`config.mk`:
```
export PLATFORM = sky130hd
export DESIGN_NAME = dual_bridge_power_coordinator
export DESIGN_NICKNAME = d
export VERILOG_FILES = /design/src/rtl/core/dbpc_pkg.sv /design/src/rtl/core/dbpc_eval.sv /design/src/rtl/core/dbpc_emit.sv /design/src/rtl/core/dual_bridge_power_coordinator.sv
export SDC_FILE = /design/constraint.sdc
export NUM_CORES = 1
export LEC_CHECK = 0
export BUFFER_PORTS_ARGS = -buffer_cell sky130_fd_sc_hd__buf_2
export CAP_MARGIN = 20
export CORE_AREA = 2 2 111 113
export CTS_CLUSTER_SIZE = 8
export DETAILED_ROUTE_END_ITERATION = 8
export DIE_AREA = 0 0 113 115
export PLACE_DENSITY = 0.57
export SLEW_MARGIN = 20
export SYNTH_ARGS = -nofsm -noshare
export SYNTH_HDL_FRONTEND = slang
export SYNTH_SLANG_ARGS = --single-unit
```
`constraint.sdc`:
```
create_clock -name i_clk -period 7.2 [get_ports i_clk]
set_input_delay 1.08 -clock i_clk [delete_from_list [all_inputs] [get_ports i_clk]]
set_output_delay 1.08 -clock i_clk [all_outputs]
set_load 0.03 [all_outputs]
```
`src/rtl/core/dbpc_pkg.sv`:
```
// Shared types, constants and evaluation functions for the dual bridge power coordinator.
`timescale 1ns / 1ps

package dbpc_pkg;

    localparam int RECEIVER_COUNT = 8;
    localparam int MAX_WRITES     = 4;

    typedef enum logic [2:0] {
        CMD_ACQ_RCV  = 3'd0,
        CMD_REL_RCV  = 3'd1,
        CMD_ACQ_CARD = 3'd2,
        CMD_REL_CARD = 3'd3,
        CMD_RECON    = 3'd4,
        CMD_DISCON   = 3'd5,
        CMD_SNAP     = 3'd6
    } t_cmd;

    typedef enum logic [1:0] {
        BS_OFF     = 2'd0,
        BS_ON      = 2'd1,
        BS_UNKNOWN = 2'd2,
        BS_DISC    = 2'd3
    } t_bstate;

    typedef enum logic [2:0] {
        ST_OK    = 3'd0,
        ST_DISC  = 3'd1,
        ST_INVAL = 3'd2,
        ST_BUSY  = 3'd3,
        ST_FAIL  = 3'd4
    } t_status;

    localparam logic [1:0] OC_OK   = 2'd0;
    localparam logic [1:0] OC_DISC = 2'd1;

    typedef struct packed {
        logic bridge;
        logic on;
    } t_wr;

    typedef struct packed {
        t_bstate nxt;
        t_status st;
        logic    wrote;
    } t_drive;

    typedef struct packed {
        t_bstate        bs0;
        t_bstate        bs1;
        t_status        st;
        logic [1:0]     nw;
        t_wr [1:0]      w;
    } t_pass;

    typedef struct packed {
        logic [2:0]     wcnt;
        t_wr [3:0]      w;
        t_status        st;
        logic [7:0]     mask;
        logic           card;
        t_bstate        bs0;
        t_bstate        bs1;
    } t_bundle;

    function automatic t_drive drive_bridge(input t_bstate cur, input logic on,
                                            input logic [1:0] oc);
        t_drive d;
        d.nxt   = cur;
        d.st    = ST_OK;
        d.wrote = 1'b0;
        if (cur == BS_DISC) begin
            d.st = on ? ST_DISC : ST_OK;
        end else if ((on && cur == BS_ON) || (!on && cur == BS_OFF)) begin
            d.st = ST_OK;
        end else begin
            d.wrote = 1'b1;
            if (oc == OC_OK) begin
                d.nxt = on ? BS_ON : BS_OFF;
                d.st  = ST_OK;
            end else if (oc == OC_DISC) begin
                d.nxt = BS_DISC;
                d.st  = ST_DISC;
            end else begin
                d.nxt = BS_UNKNOWN;
                d.st  = ST_FAIL;
            end
        end
        return d;
    endfunction

    function automatic t_pass apply_pass(input logic [7:0] mask, input logic card,
                                         input t_bstate bs0, input t_bstate bs1,
                                         input logic [3:0][1:0] oc,
                                         input logic [1:0] base);
        t_pass      p;
        t_drive     d0;
        t_drive     d1;
        logic       on0;
        logic       on1;
        logic [1:0] i1;
        on0 = (|mask) | card;
        on1 = |mask;
        d0  = drive_bridge(bs0, on0, oc[base]);
        i1  = base + {1'b0, d0.wrote};
        d1  = drive_bridge(bs1, on1, oc[i1]);
        p.bs0         = d0.nxt;
        p.w[1].bridge = 1'b1;
        p.w[1].on     = on1;
        if (d0.st != ST_OK) begin
            p.bs1         = bs1;
            p.st          = d0.st;
            p.nw          = {1'b0, d0.wrote};
            p.w[0].bridge = 1'b0;
            p.w[0].on     = on0;
        end else begin
            p.bs1         = d1.nxt;
            p.st          = d1.st;
            p.nw          = {1'b0, d0.wrote} + {1'b0, d1.wrote};
            p.w[0].bridge = !d0.wrote;
            p.w[0].on     = d0.wrote ? on0 : on1;
        end
        return p;
    endfunction

endpackage

```
`src/rtl/core/dbpc_eval.sv`:
```
// Combinational evaluation of one command against the current hold and bridge state.
`timescale 1ns / 1ps

module dbpc_eval (
    input  logic [2:0]               i_command,
    input  logic [7:0]               i_receiver_id,
    input  logic                     i_bridge,
    input  logic [3:0][1:0]          i_outcomes,
    input  logic [7:0]               i_mask,
    input  logic                     i_card,
    input  dbpc_pkg::t_bstate        i_bs0,
    input  dbpc_pkg::t_bstate        i_bs1,
    output dbpc_pkg::t_bundle        o_bundle
);

    logic [7:0]          bit_sel;
    logic                any_disc;
    logic [7:0]          cand_mask;
    logic                cand_card;
    logic                use_pass;
    logic                is_acq;
    dbpc_pkg::t_pass     p1;
    dbpc_pkg::t_pass     p2;
    logic [1:0]          j_idx;

    assign bit_sel  = (i_receiver_id < 8'(dbpc_pkg::RECEIVER_COUNT))
                      ? (8'b1 << i_receiver_id[2:0]) : 8'b0;
    assign any_disc = (i_bs0 == dbpc_pkg::BS_DISC) || (i_bs1 == dbpc_pkg::BS_DISC);

    always_comb begin
        o_bundle      = '0;
        o_bundle.mask = i_mask;
        o_bundle.card = i_card;
        o_bundle.bs0  = i_bs0;
        o_bundle.bs1  = i_bs1;
        o_bundle.st   = dbpc_pkg::ST_OK;
        cand_mask     = i_mask;
        cand_card     = i_card;
        use_pass      = 1'b0;
        is_acq        = 1'b0;
        j_idx         = '0;
        case (dbpc_pkg::t_cmd'(i_command))
            dbpc_pkg::CMD_ACQ_RCV: begin
                if (any_disc) begin
                    o_bundle.st = dbpc_pkg::ST_DISC;
                end else if (bit_sel == 8'b0) begin
                    o_bundle.st = dbpc_pkg::ST_INVAL;
                end else if (|(i_mask & bit_sel)) begin
                    o_bundle.st = dbpc_pkg::ST_BUSY;
                end else begin
                    cand_mask = i_mask | bit_sel;
                    use_pass  = 1'b1;
                    is_acq    = 1'b1;
                end
            end
            dbpc_pkg::CMD_REL_RCV: begin
                if (bit_sel == 8'b0 || !(|(i_mask & bit_sel))) begin
                    o_bundle.st = dbpc_pkg::ST_INVAL;
                end else begin
                    cand_mask = i_mask & ~bit_sel;
                    use_pass  = 1'b1;
                end
            end
            dbpc_pkg::CMD_ACQ_CARD: begin
                if (any_disc) begin
                    o_bundle.st = dbpc_pkg::ST_DISC;
                end else if (i_card) begin
                    o_bundle.st = dbpc_pkg::ST_BUSY;
                end else begin
                    cand_card = 1'b1;
                    use_pass  = 1'b1;
                    is_acq    = 1'b1;
                end
            end
            dbpc_pkg::CMD_REL_CARD: begin
                if (!i_card) begin
                    o_bundle.st = dbpc_pkg::ST_INVAL;
                end else begin
                    cand_card = 1'b0;
                    use_pass  = 1'b1;
                end
            end
            dbpc_pkg::CMD_RECON: begin
                if (any_disc) begin
                    o_bundle.st = dbpc_pkg::ST_DISC;
                end else begin
                    use_pass = 1'b1;
                end
            end
            dbpc_pkg::CMD_DISCON: begin
                o_bundle.mask = 8'b0;
                o_bundle.card = 1'b0;
                if (i_bridge) begin
                    o_bundle.bs1 = dbpc_pkg::BS_DISC;
                    if (i_bs0 == dbpc_pkg::BS_ON) begin
                        o_bundle.bs0 = dbpc_pkg::BS_UNKNOWN;
                    end
                end else begin
                    o_bundle.bs0 = dbpc_pkg::BS_DISC;
                    if (i_bs1 == dbpc_pkg::BS_ON) begin
                        o_bundle.bs1 = dbpc_pkg::BS_UNKNOWN;
                    end
                end
            end
            dbpc_pkg::CMD_SNAP: begin
                o_bundle.st = dbpc_pkg::ST_OK;
            end
            default: begin
                o_bundle.st = dbpc_pkg::ST_INVAL;
            end
        endcase

        p1 = dbpc_pkg::apply_pass(cand_mask, cand_card, i_bs0, i_bs1, i_outcomes, 2'd0);
        p2 = dbpc_pkg::apply_pass(i_mask, i_card, p1.bs0, p1.bs1, i_outcomes, p1.nw);

        if (use_pass) begin
            o_bundle.st = p1.st;
            for (int i = 0; i < dbpc_pkg::MAX_WRITES; i++) begin
                j_idx = 2'(i) - p1.nw;
                if (2'(i) < p1.nw) begin
                    o_bundle.w[i] = p1.w[1'(i)];
                end else begin
                    o_bundle.w[i] = p2.w[j_idx[0]];
                end
            end
            if (is_acq && p1.st != dbpc_pkg::ST_OK) begin
                o_bundle.mask = i_mask;
                o_bundle.card = i_card;
                o_bundle.bs0  = p2.bs0;
                o_bundle.bs1  = p2.bs1;
                o_bundle.wcnt = {1'b0, p1.nw} + {1'b0, p2.nw};
            end else begin
                o_bundle.mask = cand_mask;
                o_bundle.card = cand_card;
                o_bundle.bs0  = p1.bs0;
                o_bundle.bs1  = p1.bs1;
                o_bundle.wcnt = {1'b0, p1.nw};
            end
        end
    end

endmodule

```
`src/rtl/core/dbpc_emit.sv`:
```
// Result register that holds one evaluated command and sends its write and status transactions.
`timescale 1ns / 1ps

module dbpc_emit (
    input  logic                 i_clk,
    input  logic                 i_rst_n,
    input  logic                 i_load,
    input  dbpc_pkg::t_bundle    i_bundle,
    output logic                 o_free,
    output logic                 o_out_valid,
    input  logic                 i_out_stall,
    output logic                 o_is_write,
    output logic                 o_write_bridge,
    output logic                 o_write_on,
    output logic [2:0]           o_status,
    output logic                 o_last,
    output logic [7:0]           o_held_receivers,
    output logic                 o_card_held_now,
    output logic [1:0]           o_first_bridge_state,
    output logic [1:0]           o_second_bridge_state
);

    dbpc_pkg::t_bundle r_bundle;
    logic              r_busy;
    logic              n_busy;
    logic [2:0]        r_idx;
    logic [2:0]        n_idx;
    logic              is_wr;
    logic              take;
    logic              done;
    dbpc_pkg::t_wr     cur_wr;

    assign is_wr  = r_idx < r_bundle.wcnt;
    assign cur_wr = r_bundle.w[r_idx[1:0]];
    assign take   = r_busy && !i_out_stall;
    assign done   = take && !is_wr;
    assign o_free = !r_busy || done;

    assign o_out_valid           = r_busy;
    assign o_is_write            = is_wr;
    assign o_write_bridge        = is_wr ? cur_wr.bridge : 1'b0;
    assign o_write_on            = is_wr ? cur_wr.on : 1'b0;
    assign o_status              = is_wr ? 3'b0 : r_bundle.st;
    assign o_last                = !is_wr;
    assign o_held_receivers      = is_wr ? 8'b0 : r_bundle.mask;
    assign o_card_held_now       = is_wr ? 1'b0 : r_bundle.card;
    assign o_first_bridge_state  = is_wr ? 2'b0 : r_bundle.bs0;
    assign o_second_bridge_state = is_wr ? 2'b0 : r_bundle.bs1;

    always_comb begin
        n_busy = r_busy;
        n_idx  = r_idx;
        if (i_load) begin
            n_busy = 1'b1;
            n_idx  = 3'd0;
        end else if (done) begin
            n_busy = 1'b0;
        end else if (take) begin
            n_idx = r_idx + 3'd1;
        end
    end

    always_ff @(posedge i_clk) begin
        if (!i_rst_n) begin
            r_busy <= 1'b0;
            r_idx  <= 3'd0;
        end else begin
            r_busy <= n_busy;
            r_idx  <= n_idx;
        end
    end

    always_ff @(posedge i_clk) begin
        if (i_load) begin
            r_bundle <= i_bundle;
        end
    end

    a_idx_in_range: assert property (@(posedge i_clk) disable iff (!i_rst_n)
        r_busy |-> (r_idx <= r_bundle.wcnt))
        else $error("Result index ran past the status transaction.");

    a_wcnt_bound: assert property (@(posedge i_clk) disable iff (!i_rst_n)
        r_busy |-> (r_bundle.wcnt <= 3'(dbpc_pkg::MAX_WRITES)))
        else $error("Too many power writes held for one command.");

    a_hold_on_stall: assert property (@(posedge i_clk) disable iff (!i_rst_n)
        (r_busy && i_out_stall) |=> (r_busy && $stable(r_idx)))
        else $error("Pending transaction moved while the receiver stalled.");

    a_drain_after_last: assert property (@(posedge i_clk) disable iff (!i_rst_n)
        (done && !i_load) |=> !r_busy)
        else $error("Result register stayed busy after the status transaction.");

endmodule

```
`src/rtl/core/dual_bridge_power_coordinator.sv`:
```
// Top level of the dual bridge power coordinator: command register, state and result stage.
//
// One command enters on the input channel (i_in_valid, o_in_stall) as a transaction with
// its receiver number, bridge and the outcomes of up to four power writes. Each command
// produces zero to four power write transactions on the output channel (o_out_valid,
// i_out_stall), bridge 0 before bridge 1 in each pass, then one status transaction with
// o_last high that carries the hold mask, card flag and both bridge states.
// A command is captured in the input register, evaluated combinationally from it and
// loaded into the result register once that register is free, from which its first
// result is offered. The result register sends one transaction per cycle while the
// receiver does not stall. A new command is taken into the input register while the
// previous one is still being sent.
// When the receiver stalls, the current transaction holds and the input register
// fills, after which o_in_stall rises until the result register frees up.
// Synchronous reset clears all holds, marks both bridges unknown and drops any
// pending command or result.
`timescale 1ns / 1ps

module dual_bridge_power_coordinator (
    input  logic        i_clk,
    input  logic        i_rst_n,
    input  logic        i_in_valid,
    output logic        o_in_stall,
    input  logic [2:0]  i_command,
    input  logic [7:0]  i_receiver_id,
    input  logic        i_bridge,
    input  logic [1:0]  i_outcome_first,
    input  logic [1:0]  i_outcome_second,
    input  logic [1:0]  i_outcome_third,
    input  logic [1:0]  i_outcome_fourth,
    output logic        o_out_valid,
    input  logic        i_out_stall,
    output logic        o_is_write,
    output logic        o_write_bridge,
    output logic        o_write_on,
    output logic [2:0]  o_status,
    output logic        o_last,
    output logic [7:0]  o_held_receivers,
    output logic        o_card_held_now,
    output logic [1:0]  o_first_bridge_state,
    output logic [1:0]  o_second_bridge_state
);

    logic               r_in_valid;
    logic               n_in_valid;
    logic [2:0]         r_command;
    logic [7:0]         r_receiver_id;
    logic               r_bridge;
    logic [3:0][1:0]    r_outcomes;
    logic [7:0]         r_mask;
    logic               r_card;
    dbpc_pkg::t_bstate  r_bs0;
    dbpc_pkg::t_bstate  r_bs1;
    logic               in_take;
    logic               load;
    logic               emit_free;
    dbpc_pkg::t_bundle  bundle;

    assign load       = r_in_valid && emit_free;
    assign o_in_stall = r_in_valid && !emit_free;
    assign in_take    = i_in_valid && !o_in_stall;

    always_comb begin
        n_in_valid = r_in_valid;
        if (in_take) begin
            n_in_valid = 1'b1;
        end else if (load) begin
            n_in_valid = 1'b0;
        end
    end

    always_ff @(posedge i_clk) begin
        if (!i_rst_n) begin
            r_in_valid <= 1'b0;
            r_mask     <= 8'b0;
            r_card     <= 1'b0;
            r_bs0      <= dbpc_pkg::BS_UNKNOWN;
            r_bs1      <= dbpc_pkg::BS_UNKNOWN;
        end else begin
            r_in_valid <= n_in_valid;
            if (load) begin
                r_mask <= bundle.mask;
                r_card <= bundle.card;
                r_bs0  <= bundle.bs0;
                r_bs1  <= bundle.bs1;
            end
        end
    end

    always_ff @(posedge i_clk) begin
        if (in_take) begin
            r_command     <= i_command;
            r_receiver_id <= i_receiver_id;
            r_bridge      <= i_bridge;
            r_outcomes    <= {i_outcome_fourth, i_outcome_third,
                              i_outcome_second, i_outcome_first};
        end
    end

    dbpc_eval u_eval (
        .i_command     (r_command),
        .i_receiver_id (r_receiver_id),
        .i_bridge      (r_bridge),
        .i_outcomes    (r_outcomes),
        .i_mask        (r_mask),
        .i_card        (r_card),
        .i_bs0         (r_bs0),
        .i_bs1         (r_bs1),
        .o_bundle      (bundle)
    );

    dbpc_emit u_emit (
        .i_clk                 (i_clk),
        .i_rst_n               (i_rst_n),
        .i_load                (load),
        .i_bundle              (bundle),
        .o_free                (emit_free),
        .o_out_valid           (o_out_valid),
        .i_out_stall           (i_out_stall),
        .o_is_write            (o_is_write),
        .o_write_bridge        (o_write_bridge),
        .o_write_on            (o_write_on),
        .o_status              (o_status),
        .o_last                (o_last),
        .o_held_receivers      (o_held_receivers),
        .o_card_held_now       (o_card_held_now),
        .o_first_bridge_state  (o_first_bridge_state),
        .o_second_bridge_state (o_second_bridge_state)
    );

endmodule
```
==> results of run 1 <==
-- cell usage after synthesis, drive strengths merged, types with 4 or more instances --
cell type and count:
a211oi 4, a21o 11, a21oi 34, a221oi 5, a22oi 6, a2bb2oi 5
a31oi 11, and2 23, and3 5, buf 7, clkbuf 27, dfxtp 18
edfxtp 45, ha 4, inv 17, mux2 4, mux2i 9, nand2 43
nand2b 8, nand3 16, nor2 66, nor2b 5, nor3 10, nor4 4
o2111ai 7, o211a 7, o211ai 4, o21a 4, o21ai 30, o221ai 5
o22ai 7, o311ai 6, o31ai 6, or2 4, or3 5, xnor2 5
-- layout by cell type (no fill, tap or decap), types with 7 or more instances in the layout --
cell / n
a31oi_1: 11
nand3_1: 16
nand2b_1: 8
buf_2: 45
mux2i_1: 9
clkbuf_16: 10
nand2_1: 41
a21oi_1: 33
nor3_1: 10
o22ai_1: 7
o211a_1: 7
a21o_1: 10
o2111ai_1: 7
and2_1: 23
dfxtp_1: 18
edfxtp_1: 45
o21ai_0: 27
inv_1: 16
nor2_1: 66
-- power breakdown --
group          total, W  internal [W]  switching, W  leakage [nW]
combinational  0.000313      0.000107      0.000206          1.27
sequential     0.000433      0.000413     0.0000205         0.575
clock          0.000412      0.000252      0.000159         0.145
-- final timing paths --
kind	endpoint	start	slack, ps	cells after the start
setup reg to reg	u_emit.r_bundle[25]	r_command[1]	1320	16
hold / removal	u_emit.o_out_valid	r_in_valid	490	2
setup / recovery	u_emit.r_bundle[25]	r_command[1]	1320	16
hold reg to reg	u_emit.o_out_valid	r_in_valid	490	2
-- per-layer routing --
metal / share of wire / vias to the layer above
met2: 0.44 / 211
met3: 0.086 / 23
met5: 0 / -
met1: 0.45 / 1991
li1: - / 2066
met4: 0.024 / 0
-- cell families after synthesis --
group,Yosys count,share of synthesized area
compound gates,187,0.311
xor+xnor,7,0.0133
fa+ha+maj,7,0.0195
buf+inv,53,0.0490
flops,63,0.371
mux,13,0.0301
simple gates,196,0.206
-- sequential cells by signal (all words and copies together) (netlist names) --
signal and cells:
r_in_valid 1, r_card 1, r_bs1 2, u_emit.r_idx 3, r_outcomes 8, u_emit.r_bundle 25, r_mask 8, r_command 3
r_bridge 1, r_receiver_id 8, u_emit.o_out_valid 1, r_bs0 2
-- area by class of cell --
cell class                 instances  area, µm²
clock buffer                      11        254
clock inverter                     5       30.0
fill                            1165       6610
inverter                          19       73.8
multi-input combinational        410       2690
sequential                        63       1710
tap                              147        184
timing repair buffer              49        255
-- through the flow --
step	hold slack [ps]	total power [W]	setup WS, ps	instances	instance area (µm²)
floorplan	447	0.000674	2360	526	4620
global placement	459	0.000746	1640	688	4910
detailed placement	486	0.000747	1440	688	4910
CTS	494	0.00116	1420	704	5200
global route	526	0.00121	966	704	5200
finish	487	0.00116	1320	704	5200
-- tightest hold or removal path, stage by stage (launching register included) --
cell and delay [ps]:
dfxtp_1 310, inv_1 60, a21oi_1 60
==> results.cfg, run 1 <==
[run_status]
status = finished, violations left
violations = DRC

[clock_network]
cts-root-buf = clkbuf_16
htreeDepth = 3
cts_tree = yes
cts_buffers = 9
ctsResizeCount = 0
post_cts_buffers = 0
cts.sinks = 63
cts_buffer_depth = 2
clock_latency_ps = 340
clkTransAtPathRegs_ps = 50
ctsHoldBuffers = 0

[route]
drtIter0Drc = 273
dr.pass1.iters = 8
viasPerCell = 6.10
ant_nets = 0
route.detailed.drc = 6
wirelength_um = 12500
wire_per_inst_um = 17.8
vias = 4291

[floorplanning]
io_pins = 46
die_area_um2 = 13000
initial_utilization = 0.391
die_y_um = 115
dieWidth_um = 113
fp-row-count = 40
core_um2 = 11800

[timing]
hold_viol_final = 0
max-slew-margin-rel = 0.290
setup_viol = 0
finalCriticalPeriod_ps = 5880
timing.final.crit_share = 0.816
tightest_slew_ps = 1070
slew_viol_final = 0
rsz0062_at_grt = false
skew_ps = 3.76
fmax_mhz = 170
final.setup.tns_ps = 0

[global_routing]
grt_use_met3 = 0.0401
grt_pass1_wl_um = 20100
met2_usage = 0.296
grt_max_degree = 34
top_usage_layer = met2
grt_use_met1 = 0.274
overflow = 0
grt_pass1_vias = 3842
antenna_found_initial = 0
globalRouteTotalUtil = 0.197

[cells_and_area]
drive_gt1_frac = 0.165
nNetsFinal = 581
diodes = 0
area_growth_pct = 12.5
utilization = 0.440

[setup_path]
critical_path_class = register to register
worst_ep_arrival_time_ps = 5970
path_delay_family = simple AND/OR/NAND/NOR gates
crit_fanout = 13
cp-end-kind = register
worst-path-buf-inv = 1
cp_slowest_cell = or4b_1
critPathRequiredTime_ps = 7290
critPathMaxStageDelay_ps = 610
critPathLaunchType = register
worst_path_most_repeated_cell = nor2_1
crit_chain = or4b_1, or3_4, o32ai_1, o2111ai_1, or3_1, and2_1, ha_1, a31oi_1, a221oi_4, inv_4, mux2_4, nand3_1, fa_1, nor2_1, a21oi_1, nor2_1

[placement]
place_congestion = 0.929
port_buffers = 45
place_hpwl_um = 9270

[power]
p_leak_nw = 1.99
p_per_area_nw_per_um2 = 223
vdd_drop_max_mv = 0.0749

[synthesis]
synth_area_um2 = 4620
ys_warn_count = 0
postSynth.asyncResetShare = 0
synthTopCellsByArea = edfxtp_1 29%, dfxtp_1 7.8%, nor2_1 5.4%
avgSynthCellArea_um2 = 8.78
syn-num-nets = 555
netlist_instances = 526
ys_seq_elements = 63
synth-main-ff-cell = edfxtp_1
synth_top_cell_by_area = edfxtp_1
synth.distinct_cells = 85
synth_edf_count = 45
seq_area_frac_synth = 0.371
yosys.area.top_type_share = 0.293

[run]
drv_cap = 0

[hold_path]
min_path_type = register to register
Note: power is estimated with default switching activity, not from simulation.
==> inputs of run 2 (changes only) <==
==> constraint.sdc (replaced) <==
create_clock -name i_clk -period 5.5 [get_ports i_clk]
set_input_delay 0.825 -clock i_clk [delete_from_list [all_inputs] [get_ports i_clk]]
set_output_delay 0.825 -clock i_clk [all_outputs]
set_load 0.03 [all_outputs]
==> run 2 against run 1 <==
The run still ends with DRC left. Clock power grew 26%. Maximum frequency increased by 12%. Critical path depth rose by 2. Largest cell class unchanged. Worst hold slack got worse by 9.9 ps. Wire length increased by 4.2%. Sequential share of layout area shrank 0.89 points. First-iteration DRC count increased by 16%. Clock skew is 5.7 ps higher. Via count grew 2.0%. Sequential cell count unchanged. Setup slack worse by 1100 ps.
==> results.cfg, run 2 (synthesis results as in run 1) <==
[floorplanning]
io_pins = 46
initial_utilization = 0.391
die_y_um = 115
core_um2 = 11800
fp-row-count = 40
die_area_um2 = 13000
dieWidth_um = 113

[cells_and_area]
area_growth_pct = 15.7
regMostFlops = u_emit.r_bundle
final_cell_mix = 66 x nor2_1, 45 x buf_2, 45 x edfxtp_1
final_area_um2 = 5340
seqCellArea_um2 = 1710
largest_reg_flops = 25
utilization = 0.452
nNetsFinal = 596
drive_gt1_frac = 0.199
fill_cells = 1139
multi_input_area_um2 = 2730
final_common_cell = nor2_1
diodes = 0

[setup_path]
critical_path_class = register to register
crit_chain = or4b_1, or3_4, o32a_1, nor4_4, nand2_1, xnor2_1, ha_2, inv_1, or3_1, o21ai_0, a32oi_1, o311ai_1, mux2_4, nand3_1, fa_1, nor2_1, a21oi_1, nor2_1
worst_path_most_repeated_cell = nor2_1
critPathMaxStageDelay_ps = 620
r2r_slack_ps = 270
r2r_cells = 18
critPathLaunchType = register
cp_slowest_cell = or4b_1
worst-path-buf-inv = 1
critPathRequiredTime_ps = 5570
path_delay_family = simple AND/OR/NAND/NOR gates
crit_fanout = 7
cp-end-kind = register
cp.depth = 18
worst_ep_arrival_time_ps = 5310

[route]
viasPerCell = 6.08
drtIter0Drc = 317
wirelength_um = 13000
dr.pass1.iters = 7
ant_nets = 0
wire_per_inst_um = 18.1
vias = 4375
route.detailed.drc = 6

[timing]
tightest_slew_ps = 789
rsz0062_at_grt = false
slew_viol_final = 0
fmax_mhz = 191
setup_viol = 0
timing.final.crit_share = 0.951
skew_ps = 9.46
final.setup.tns_ps = 0
setup_slack_ps = 269
max-slew-margin-rel = 0.472
hold_viol_final = 0
finalCriticalPeriod_ps = 5230

[power]
p_leak_nw = 2.06
vdd_drop_max_mv = 0.107
p_per_area_nw_per_um2 = 286

[clock_network]
cts_buffer_depth = 2
cts.sinks = 63
cts-root-buf = clkbuf_16
clock_latency_ps = 330
ctsHoldBuffers = 0
clkTransAtPathRegs_ps = 60
cts_tree = yes
cts_buffers = 9
htreeDepth = 3

[run_status]
violations = DRC
status = finished, violations left

[placement]
place_ws_ps = 129
place_hpwl_um = 9630
port_buffers = 45
place_congestion = 0.896
place_area_um2 = 5000

[run]
drv_cap = 0

[global_routing]
antenna_found_initial = 0
overflow = 0
grt_pass1_vias = 4005
globalRouteTotalUtil = 0.204
grt_max_degree = 28
grt_pass1_wl_um = 21200

[hold_path]
hold_path_depth = 2
min_path_type = register to register
-- run 2: changes by cell type in the layout (fill, tap and decap cells not counted), moves of 2 or more --
cell / delta
buf_4: +15
o32ai_1: -2
inv_6: +2
o32ai_2: +2
-- run 2: metrics by stage --
stage	power [W]	hold slack (ps)	cells
6_report	0.00153	477	719
5_1_grt	0.00161	514	719
3_5_place_dp	0.00100	475	700
4_1_cts	0.00152	478	716
3_3_place_gp	0.000998	463	700
2_1_floorplan	0.000883	447	526
-- run 2: cell type report --
cell class	count	share of cell area
clock buffers	9	0.0422
clock inverters	7	0.00890
inverters	19	0.0138
multi-input cells	410	0.511
flip-flops and latches	63	0.320
well taps	147	0.0344
repair buffers	64	0.0689
-- run 2: final timing paths --
| check | to | start |
|---|---|---|
| setup reg to reg | u_emit.r_bundle[25] | r_command[2] |
| hold / removal | u_emit.o_out_valid | r_in_valid |
| setup / recovery | u_emit.r_bundle[25] | r_command[2] |
| hold reg to reg | u_emit.o_out_valid | r_in_valid |
-- run 2: timing repair --
action | CTS | global route
endpoints found under the hold margin | 0 | 0
setup buffers | 0 | 3
setup endpoints to repair | 0 | 8
gates resized for setup | 0 | 9
-- run 2: metal layers --
metal | global-route usage | up-vias | wire length (µm)
li1 | - | 2086 | -
met1 | 0.296 | 2073 | 6160
met2 | 0.311 | 204 | 5720
met3 | 0.0453 | 12 | 1030
met4 | 0.0520 | 0 | 137
met5 | 0 | - | 0
-- run 2: where the power goes --
group	internal (W)	total, W	switching, W
Sequential	0.000540	0.000564	0.0000234
Clock	0.000305	0.000520	0.000215
Combinational	0.000158	0.000445	0.000287
Total	0.00100	0.00153	0.000526
-- run 2: worst min-delay path, delay by kind of cell, from the launching register on --
kind                   cells  cell delay [ps]
AOI/OAI and AO/OA          1               60
buffers and inverters      1               60
DFF                        1              300
==> inputs of run 3 (changes only) <==
--- a/config.mk
+++ b/config.mk
@@ -7,11 +7,11 @@
 export LEC_CHECK = 0
 export BUFFER_PORTS_ARGS = -buffer_cell sky130_fd_sc_hd__buf_2
 export CAP_MARGIN = 20
-export CORE_AREA = 2 2 111 113
+export CORE_AREA = 2 2 118 120
 export CTS_CLUSTER_SIZE = 8
 export DETAILED_ROUTE_END_ITERATION = 8
-export DIE_AREA = 0 0 113 115
-export PLACE_DENSITY = 0.57
+export DIE_AREA = 0 0 120 122
+export PLACE_DENSITY = 0.52
 export SLEW_MARGIN = 20
 export SYNTH_ARGS = -nofsm -noshare
 export SYNTH_HDL_FRONTEND = slang
==> run 3 against run 2 <==
Highest routed layer unchanged. First-iteration DRC count up 30%. Largest cell class unchanged. Register-to-register slack about the same. Die area up 13%. Critical endpoint unchanged. The run now ends clean.
==> results.cfg, run 3 (synthesis results as in run 1) <==
[global_routing]
antenna_found_initial = 0
grt_pass1_wl_um = 21000
overflow = 0
globalRouteTotalUtil = 0.183
grt_max_degree = 25
grt_pass1_vias = 4039

[setup_path]
cp_slowest_cell = or4b_1
critPathLaunchType = register
path_delay_family = simple AND/OR/NAND/NOR gates
critical_path_class = register to register
r2r-start = r_command[2]
r2r-end = u_emit.r_bundle[25]
worst_path_most_repeated_cell = nor2_1
worst-path-buf-inv = 1
r2r_slack_ps = 260
cp-end-kind = register
critPathRequiredTime_ps = 5580
crit_fanout = 10
crit_chain = or4b_1, or3_4, o32a_1, nor4_2, nand2_1, xnor2_1, ha_2, inv_1, or3_1, o21ai_0, a32oi_1, o311ai_0, mux2_4, nand3_1, fa_1, nor2_1, a21oi_1, nor2_1
critPathMaxStageDelay_ps = 630
r2r_cells = 18
worst_ep_arrival_time_ps = 5330

[cells_and_area]
largest_reg_flops = 25
drive_gt1_frac = 0.191
final_cell_mix = 66 x nor2_1, 45 x buf_2, 45 x edfxtp_1
utilization = 0.397
final_common_cell = nor2_1
regMostFlops = u_emit.r_bundle
fill_cells = 1369
nNetsFinal = 595
diodes = 0
area_growth_pct = 16.0
final_area_um2 = 5360

[power]
clock_power_share = 0.356
p_leak_nw = 2.06
p_int_w = 0.00103
vdd_drop_max_mv = 0.126
total_power_w = 0.00155
p_per_area_nw_per_um2 = 290
power_switching_share = 0.337
p_switching_w = 0.000523
seq_power_share = 0.364
comb_power_share = 0.280

[floorplanning]
dieWidth_um = 120
die_area_um2 = 14600
die_y_um = 122
initial_utilization = 0.342
io_pins = 46
core_um2 = 13500
fp-row-count = 43

[route]
dr.pass1.iters = 5
wire_per_inst_um = 17.4
viasPerCell = 5.75
ant_nets = 0
drtIter0Drc = 413
route.detailed.drc = 0
vias = 4319
wirelength_um = 13100

[hold_path]
min_path_type = register to register
hold_path_depth = 2
timing.hold.worst_endpoint = u_emit.o_out_valid
min-delay-start = r_in_valid

[clock_network]
clock_latency_ps = 340
cts.sinks = 63
cts_buffer_depth = 2
cts_buffers = 9
clkTransAtPathRegs_ps = 60
htreeDepth = 3
post_cts_buffers = 0
ctsHoldBuffers = 0
cts-root-buf = clkbuf_16
cts_tree = yes
ctsResizeCount = 0

[timing]
max-slew-margin-rel = 0.337
fmax_mhz = 191
timing.final.crit_share = 0.953
skew_ps = 8.36
hold_viol_final = 0
slew_viol_final = 0
rsz0062_at_grt = false
setup_viol = 0
final.setup.tns_ps = 0
tightest_slew_ps = 994
finalCriticalPeriod_ps = 5240

[placement]
place_area_um2 = 5050
place_hpwl_um = 9710
port_buffers = 45
place_congestion = 0.903

[run_status]
status = finished clean

[run]
drv_cap = 0
-- run 3: cell types whose count changed in the layout (fill, tap and decap cells not counted), sizes merged --
cell	delta
buf	-1
clkbuf	+1
clkinv	-2
clkinvlp	+1
-- run 3: power by group through the flow --
| stage | Sequential, W | Combinational, W | Clock [W] |
|---|---|---|---|
| finish | 0.000564 | 0.000435 | 0.000553 |
| global route | 0.000567 | 0.000478 | 0.000586 |
| floorplan | 0.000561 | 0.000321 | 0 |
| CTS | 0.000563 | 0.000428 | 0.000568 |
| detailed placement | 0.000573 | 0.000426 | 0 |
| global placement | 0.000573 | 0.000422 | 0 |
-- run 3: tightest hold or removal path, stage by stage (launching register included) --
cell and delay [ps]:
dfxtp_1 310, inv_1 70, a21oi_1 60
-- run 3: metal layers --
layer  wire (µm)  track usage  part of all wire
met5           0            0                 0
met4         269       0.0779             0.021
met3        1060       0.0468             0.081
met2        5720        0.278              0.44
met1        6030        0.246              0.46
-- run 3: stage by stage --
stage,hold WS (ps),worst slack (ps),cells
2_1_floorplan,447,659,526
3_3_place_gp,465,463,735
3_5_place_dp,477,342,735
4_1_cts,486,318,751
5_1_grt,507,13.1,751
6_report,480,258,751
-- run 3: cell type report --
| class | instances | area [µm²] | share of cell area |
|---|---|---|---|
| multi-input cells | 410 | 2700 | 0.503 |
| flip-flops and latches | 63 | 1710 | 0.320 |
| repair buffers | 63 | 360 | 0.0673 |
| clock buffers | 10 | 250 | 0.0467 |
| well taps | 180 | 225 | 0.0420 |
| inverters | 19 | 73.8 | 0.0138 |
| clock inverters | 6 | 40.0 | 0.00747 |
-- run 3: how the worst max path moves through the flow --
stage	startpoint	endpoint	slack, ps	cells past startpoint
after floorplan	r_command[2]	u_emit.r_bundle[25]	660	20
final	r_command[2]	u_emit.r_bundle[25]	260	18
after global placement	r_command[2]	u_emit.r_bundle[25]	460	16
after global routing	r_command[2]	u_emit.r_bundle[25]	10	18
after CTS	r_command[2]	u_emit.r_bundle[25]	320	16
after detailed placement	r_command[2]	u_emit.r_bundle[25]	340	16
